===== config.mk =====
export PLATFORM = sky130hd
export DESIGN_NAME = nps_norm
export DESIGN_NICKNAME = d
export VERILOG_FILES = /design/src/rtl/core/nps_pkg.sv /design/src/rtl/core/nps_norm.sv
export SDC_FILE = /design/constraint.sdc
export NUM_CORES = 2
export LEC_CHECK = 0
export ABC_AREA = 1
export BUFFER_PORTS_ARGS = -buffer_cell sky130_fd_sc_hd__buf_2
export CORE_MARGIN = 2
export CORE_UTILIZATION = 45
export CTS_CLUSTER_DIAMETER = 60
export DETAILED_ROUTE_END_ITERATION = 7
export PLACE_DENSITY = 0.69
export RECOVER_POWER = 50
export SLEW_MARGIN = 20
export SYNTH_ARGS = -nofsm -noshare
export SYNTH_HDL_FRONTEND = slang
export SYNTH_SLANG_ARGS = --single-unit
export TNS_END_PERCENT = 50

===== constraint.sdc =====
create_clock -name clk -period 12.3 [get_ports clk]
set_clock_uncertainty 0.15 [all_clocks]
set_input_delay 1.845 -clock clk [delete_from_list [all_inputs] [get_ports clk]]
set_output_delay 1.845 -clock clk [all_outputs]
set_load 0.01 [all_outputs]

===== src/rtl/core/nps_pkg.sv =====
// Package of the nearest path edge search: sizes, opcodes and the structs
// that pass between the top level, the normalizer and the edge cells.
// Depends on nothing.
`timescale 1ns / 1ps

package nps_pkg;

  localparam int MAX_POINTS = 64;
  localparam int FRAC_BITS  = 16;
  localparam int MAX_EDGES  = MAX_POINTS - 1;

  localparam int COORD_W = 32;
  localparam int DIR_W   = FRAC_BITS + 3;
  localparam int CNT_W   = $clog2(MAX_POINTS + 1);
  localparam int IDX_W   = 6;
  localparam int DIFF_W  = COORD_W + 1;
  localparam int PROD_W  = DIFF_W + DIR_W;
  localparam int DSUM_W  = PROD_W + 2;
  localparam int DOT_W   = DSUM_W - FRAC_BITS;
  localparam int PROJ_W  = DOT_W + DIR_W;
  localparam int OFS_W   = PROJ_W - FRAC_BITS + 1;
  localparam int DIST_W  = 2 * COORD_W;
  localparam int CELL_LAT = 8;

  typedef enum logic [1:0] {
    OP_APPEND = 2'd0,
    OP_CLEAR  = 2'd1,
    OP_QUERY  = 2'd2,
    OP_NONE   = 2'd3
  } op_t;

  typedef struct packed {
    logic signed [COORD_W-1:0] x;
    logic signed [COORD_W-1:0] y;
    logic signed [COORD_W-1:0] z;
  } point_t;

  typedef struct packed {
    logic signed [DIR_W-1:0] x;
    logic signed [DIR_W-1:0] y;
    logic signed [DIR_W-1:0] z;
  } dir_t;

  typedef struct packed {
    point_t start;
    dir_t   dir;
  } seg_t;

  typedef struct packed {
    logic              valid;
    logic              found;
    logic [IDX_W-1:0]  idx;
    logic [DIST_W-1:0] sq_len;
  } token_t;

endpackage


===== src/rtl/core/nps_norm.sv =====
// Edge direction normalizer: squares, bit-serial integer square root and
// a restoring divider shared by the three components.
// Depends on nps_pkg.
`timescale 1ns / 1ps

module nps_norm (
  input  logic            clk,
  input  logic            rst_n,
  input  logic            start,
  input  nps_pkg::point_t pt,
  input  nps_pkg::point_t prev,
  output logic            done,
  output nps_pkg::dir_t   dir
);

  localparam int NUM_W  = nps_pkg::COORD_W + nps_pkg::FRAC_BITS + 1;
  localparam int STEP_W = $clog2(NUM_W + 1);
  localparam int REM_W  = nps_pkg::COORD_W + 2;
  localparam int DW     = nps_pkg::DIR_W;
  localparam int CW     = nps_pkg::COORD_W;

  typedef enum logic [4:0] {
    N_IDLE = 5'b00001,
    N_SQ   = 5'b00010,
    N_ROOT = 5'b00100,
    N_DIV  = 5'b01000,
    N_DONE = 5'b10000
  } nst_t;

  nst_t st_r, st_nxt;
  logic [1:0] comp_r, comp_nxt;
  logic [STEP_W-1:0] step_r, step_nxt;
  logic signed [CW-1:0] ds_r [3];
  logic signed [CW-1:0] ds_nxt [3];
  logic [2*CW-1:0] rad_r, rad_nxt;
  logic [REM_W-1:0] rem_r, rem_nxt;
  logic [CW-1:0] root_r, root_nxt;
  logic [NUM_W-1:0] num_r, num_nxt;
  logic [NUM_W-1:0] quo_r, quo_nxt;
  logic [CW-1:0] drem_r, drem_nxt;
  logic signed [DW-1:0] dir_r [3];
  logic signed [DW-1:0] dir_nxt [3];

  logic signed [nps_pkg::DIFF_W-1:0] d [3];
  logic [2:0] big;
  logic shift1;
  logic signed [CW-1:0] ds_sel;
  logic [CW-1:0] mag;
  logic [2*CW-1:0] sq;
  logic [REM_W+1:0] rem_t;
  logic [REM_W+1:0] trial;
  logic [CW:0] rt;
  logic ge;

  // True when the magnitude of a difference reaches 2^31.
  function automatic logic is_big(input logic [nps_pkg::DIFF_W-1:0] v);
    logic neg_big;
    neg_big = v[CW] && !(v[CW-1] && (v[CW-2:0] != '0));
    return (!v[CW] && v[CW-1]) || neg_big;
  endfunction

  assign d[0] = {pt.x[CW-1], pt.x} - {prev.x[CW-1], prev.x};
  assign d[1] = {pt.y[CW-1], pt.y} - {prev.y[CW-1], prev.y};
  assign d[2] = {pt.z[CW-1], pt.z} - {prev.z[CW-1], prev.z};
  assign big[0] = is_big(d[0]);
  assign big[1] = is_big(d[1]);
  assign big[2] = is_big(d[2]);
  assign shift1 = |big;

  assign ds_sel = ds_r[comp_r];
  assign mag    = ds_sel[CW-1] ? CW'(-ds_sel) : ds_sel;
  assign sq     = ds_sel * ds_sel;
  assign rem_t  = {rem_r, rad_r[2*CW-1:2*CW-2]};
  assign trial  = (REM_W+2)'({root_r, 2'b01});
  assign rt     = {drem_r, num_r[NUM_W-1]};
  assign ge     = rt >= {1'b0, root_r};

  always_comb begin
    logic [NUM_W-1:0] qf;
    logic [NUM_W-1:0] lim;
    st_nxt   = st_r;
    comp_nxt = comp_r;
    step_nxt = step_r;
    rad_nxt  = rad_r;
    rem_nxt  = rem_r;
    root_nxt = root_r;
    num_nxt  = num_r;
    quo_nxt  = quo_r;
    drem_nxt = drem_r;
    lim      = NUM_W'(1) << (DW - 1);
    qf       = '0;
    for (int i = 0; i < 3; i++) begin
      ds_nxt[i]  = ds_r[i];
      dir_nxt[i] = dir_r[i];
    end
    case (st_r)
      N_IDLE: begin
        if (start) begin
          for (int i = 0; i < 3; i++) begin
            ds_nxt[i] = shift1 ? d[i][CW:1] : d[i][CW-1:0];
          end
          rad_nxt  = '0;
          comp_nxt = '0;
          st_nxt   = N_SQ;
        end
      end
      N_SQ: begin
        rad_nxt  = rad_r + sq;
        comp_nxt = comp_r + 2'd1;
        if (comp_r == 2'd2) begin
          comp_nxt = '0;
          step_nxt = '0;
          rem_nxt  = '0;
          root_nxt = '0;
          st_nxt   = N_ROOT;
        end
      end
      N_ROOT: begin
        if (rem_t >= trial) begin
          rem_nxt  = REM_W'(rem_t - trial);
          root_nxt = {root_r[CW-2:0], 1'b1};
        end else begin
          rem_nxt  = REM_W'(rem_t);
          root_nxt = {root_r[CW-2:0], 1'b0};
        end
        rad_nxt  = rad_r << 2;
        step_nxt = step_r + STEP_W'(1);
        if (step_r == STEP_W'(CW - 1)) begin
          step_nxt = '0;
          comp_nxt = '0;
          st_nxt   = N_DIV;
        end
      end
      N_DIV: begin
        if (step_r == '0) begin
          if (root_r == '0) begin
            for (int i = 0; i < 3; i++) begin
              dir_nxt[i] = '0;
            end
            st_nxt = N_DONE;
          end else begin
            num_nxt  = NUM_W'({mag, {nps_pkg::FRAC_BITS{1'b0}}}) + NUM_W'(root_r >> 1);
            quo_nxt  = '0;
            drem_nxt = '0;
            step_nxt = STEP_W'(1);
          end
        end else begin
          num_nxt  = num_r << 1;
          drem_nxt = ge ? CW'(rt - {1'b0, root_r}) : rt[CW-1:0];
          quo_nxt  = {quo_r[NUM_W-2:0], ge};
          step_nxt = step_r + STEP_W'(1);
          if (step_r == STEP_W'(NUM_W)) begin
            qf = quo_nxt;
            if (ds_sel[CW-1]) begin
              dir_nxt[comp_r] = (qf >= lim) ? DW'(NUM_W'(0) - lim) : DW'(NUM_W'(0) - qf);
            end else begin
              dir_nxt[comp_r] = (qf >= lim) ? DW'(lim - NUM_W'(1)) : DW'(qf);
            end
            step_nxt = '0;
            comp_nxt = comp_r + 2'd1;
            if (comp_r == 2'd2) begin
              st_nxt = N_DONE;
            end
          end
        end
      end
      N_DONE: begin
        st_nxt = N_IDLE;
      end
      default: begin
        st_nxt = N_IDLE;
      end
    endcase
  end

  always_ff @(posedge clk) begin
    if (!rst_n) begin
      st_r <= N_IDLE;
    end else begin
      st_r <= st_nxt;
    end
  end

  always_ff @(posedge clk) begin
    comp_r <= comp_nxt;
    step_r <= step_nxt;
    rad_r  <= rad_nxt;
    rem_r  <= rem_nxt;
    root_r <= root_nxt;
    num_r  <= num_nxt;
    quo_r  <= quo_nxt;
    drem_r <= drem_nxt;
    for (int i = 0; i < 3; i++) begin
      ds_r[i]  <= ds_nxt[i];
      dir_r[i] <= dir_nxt[i];
    end
  end

  assign done  = (st_r == N_DONE);
  assign dir.x = dir_r[0];
  assign dir.y = dir_r[1];
  assign dir.z = dir_r[2];

endmodule


==> flow_summary.toml <==
[global_route]
grt_max_degree = 108
grt_first_pass_wirelength_mm = 330
grt_usage_pct = 26.9
grt_overflow = 0
first_global_vias = 58300
antenna_found_initial = 2

[synth]
async_reset_ff_share_pct = 0
synth_ff_type = "edfxtp_1"
synth_seq_cells = 427
netlist.top_cell.by_area = "fa_1"
yosysTopAreaCellShare_pct = 32.4
syn_area_mm2 = 0.0701
yosys.cell_types.count = 65
yosys_warnings = 0
synth_area_leaders = "fa_1, edfxtp_1, inv_1"
synth-seq-area-share_pct = 18.2
synth_fp_nets = 10500
syn_avg_cell_area_um2 = 8.03
netlist_instances = 8724
synth.most_common_cell = "inv_1"
synthTopCellsByCount = "inv_1, nand2_1, fa_1, nor2_1, ha_1"
synth_edf_count = 420

[detailed_routing]
vias_per_cell = 5.21
post_drt_wl_per_cell_um = 19.2
drt_iter0_markers = 4335
dr.pass1.iters = 6
drtAntennaViolNets = 0
routed_wl_mm = 210
vias = 57200
drc = 0

[floorplanning]
die-width_um = 399
initial_utilization_pct = 45.4
ios = 253
fp-row-count = 144
die-area_mm2 = 0.159
die_h_um = 399
core_mm2 = 0.154

[clock_tree]
cts.sinks = 427
cts.path.max_buffers = 3
clockRootBuffer = "clkbuf_16"
clk-insertion-delay-late_ns = 0.64
cts_made_buffers = 52
cts_tree = "built"
cts_max_level = 2
post_cts_buffers = 0
ctsResizeCount = 0
clkTransAtPathRegs_ns = 0.06
cts_hold_buf = 0

[sta]
setup_tns_ns = 0
setup_viol = 0
period_minus_slack_ns = 10.44
maxSlewViolCount = 715
max_slew_margin_pct = -197
rsz0062_at_grt = "false"
hold_violations = 0
fmax_mhz = 95.8
worstMarginPinSlew_ns = 4.45
period_share_pct = 84.9

[min_path]
min_to = "num_r[31]"
hp-class = "reg2reg"
min-delay-start = "num_r[30]"
hold_depth = 2

[run_status]
status = "complete, but fails checks"
violations = "max-capacitance violations, max-slew violations"

[worst_setup_path]
crit_family = "adder cells"
end_kind = "flip-flop"
cpPeakStageDelay_ns = 0.82
path_max_fanout = 44
required_ns = 12.38
worstSetupStartpointType = "flip-flop"
r2r_end = "rad_r[62]"
rrSetupSlack_ns = 1.86
crit_arrival_ns = 10.52
worstSetupPathType = "reg2reg"
cpMaxStageDelayCell = "fa_1"
r2r_cells = 28
cp.buffers_inverters = 11

[place]
dp_hpwl_mm = 171
port-buffer-count = 252
routabilityCongestion = 0.995

[flow_run]
max-cap-violations = 11

[layout]
nNetsFinal = 10600
layout-drive-gt1-share_pct = 5.15
register_area_mm2 = 0.0128
synthToLayoutAreaGrowth_pct = 7.41
multi_input_area_mm2 = 0.0480
insertedDiodeCount = 0
fillers = 15000
[worst reg2reg max path, delay by kind of cell, from the launching register on]
kind	cells	cell delay, ns
compound gates	6	1.62
fa+ha+maj	9	4.74
flops	1	0.33
simple gates	2	0.45
buf+inv	11	2.80
[sequential cells by signal, summed over array words and instances, names as in the netlist, named ones only]
signal	cells
rem_r	34
step_r	6
dir_r	57
comp_r	2
num_r	49
quo_r	48
drem_r	32
root_r	32
ds_r	96
st_r	5
rad_r	64
[through the flow]
step,setup slack [ns],utilization [%],area [um2],instances,hold slack [ns]
final,1.86,48.7,75300,11000,0.363
after global placement,2.12,47.7,73700,10900,0.354
after CTS,2.11,48.8,75400,11000,0.370
after global routing,1.43,48.7,75300,11000,0.380
after floorplan,3.23,-,70100,8724,0.331
after detailed placement,2.12,47.7,73700,10900,0.352
[per-layer routing]
layer,vias up,wire [um],global-route usage [%]
li1,26800,-,-
met1,27900,85500,35.3
met2,2052,100000,45.4
met3,378,16900,4.65
met4,2,7580,8.21
met5,-,13,0
[worst max path at each step]
stage / slack (ns) / from / to / depth (start not counted)
finish: 1.86 / flip-flop / rad_r[62] / 28
global route: 1.43 / flip-flop / rad_r[60] / 29
CTS: 2.11 / flip-flop / rad_r[62] / 28
detailed placement: 2.12 / flip-flop / rad_r[62] / 28
global placement: 2.12 / flip-flop / rad_r[62] / 28
floorplan: 3.23 / flip-flop / rad_r[57] / 38
[cells in the final DEF, fill, tap and decap left out, drive strengths merged, types with 10 or more instances in the layout]
cell / netlist / layout
inv: 2259 / 2264
nand2: 1751 / 1751
fa: 1134 / 1134
nor2: 810 / 810
ha: 421 / 421
edfxtp: 420 / 420
a21oi: 364 / 364
o21ai: 357 / 357
nand3: 351 / 351
buf: 81 / 270
clkbuf: 138 / 129
nand4: 105 / 105
xor2: 97 / 97
xnor2: 92 / 92
nor3: 48 / 48
o21bai: 44 / 44
clkinv: 8 / 30
a31oi: 28 / 28
nor4: 25 / 25
a21o: 22 / 22
a22oi: 21 / 21
or2: 19 / 19
o22ai: 17 / 17
o21a: 15 / 15
o211ai: 12 / 12
and2: 12 / 12
a21boi: 10 / 10
nand3b: 10 / 10
[layout make-up]
cell class / count / area share (%)
Clock buffer: 61 / 1.77
Clock inverter: 33 / 0.480
Inverter: 2267 / 11.3
Multi-Input combinational cell: 5811 / 63.7
Sequential cell: 427 / 16.9
Tap cell: 2044 / 3.40
Timing Repair Buffer: 338 / 2.39
[kinds of logic (layout without fill, tap and decap cells)]
group	after synthesis	in the layout	share of synthesized area, %
muxes	1	1	0.0143
and+or+nand+nor	3139	3139	18.4
DFF	427	427	18.2
xor gates and xnor gates	189	189	2.36
adders and majority gates	1555	1555	39.9
buffers and inverters	2486	2699	13.6
AOI/OAI and AO/OA	927	927	7.47
Power is not shown: default switching activity piles up to over one toggle a cycle in this logic, so the estimate is an artifact.
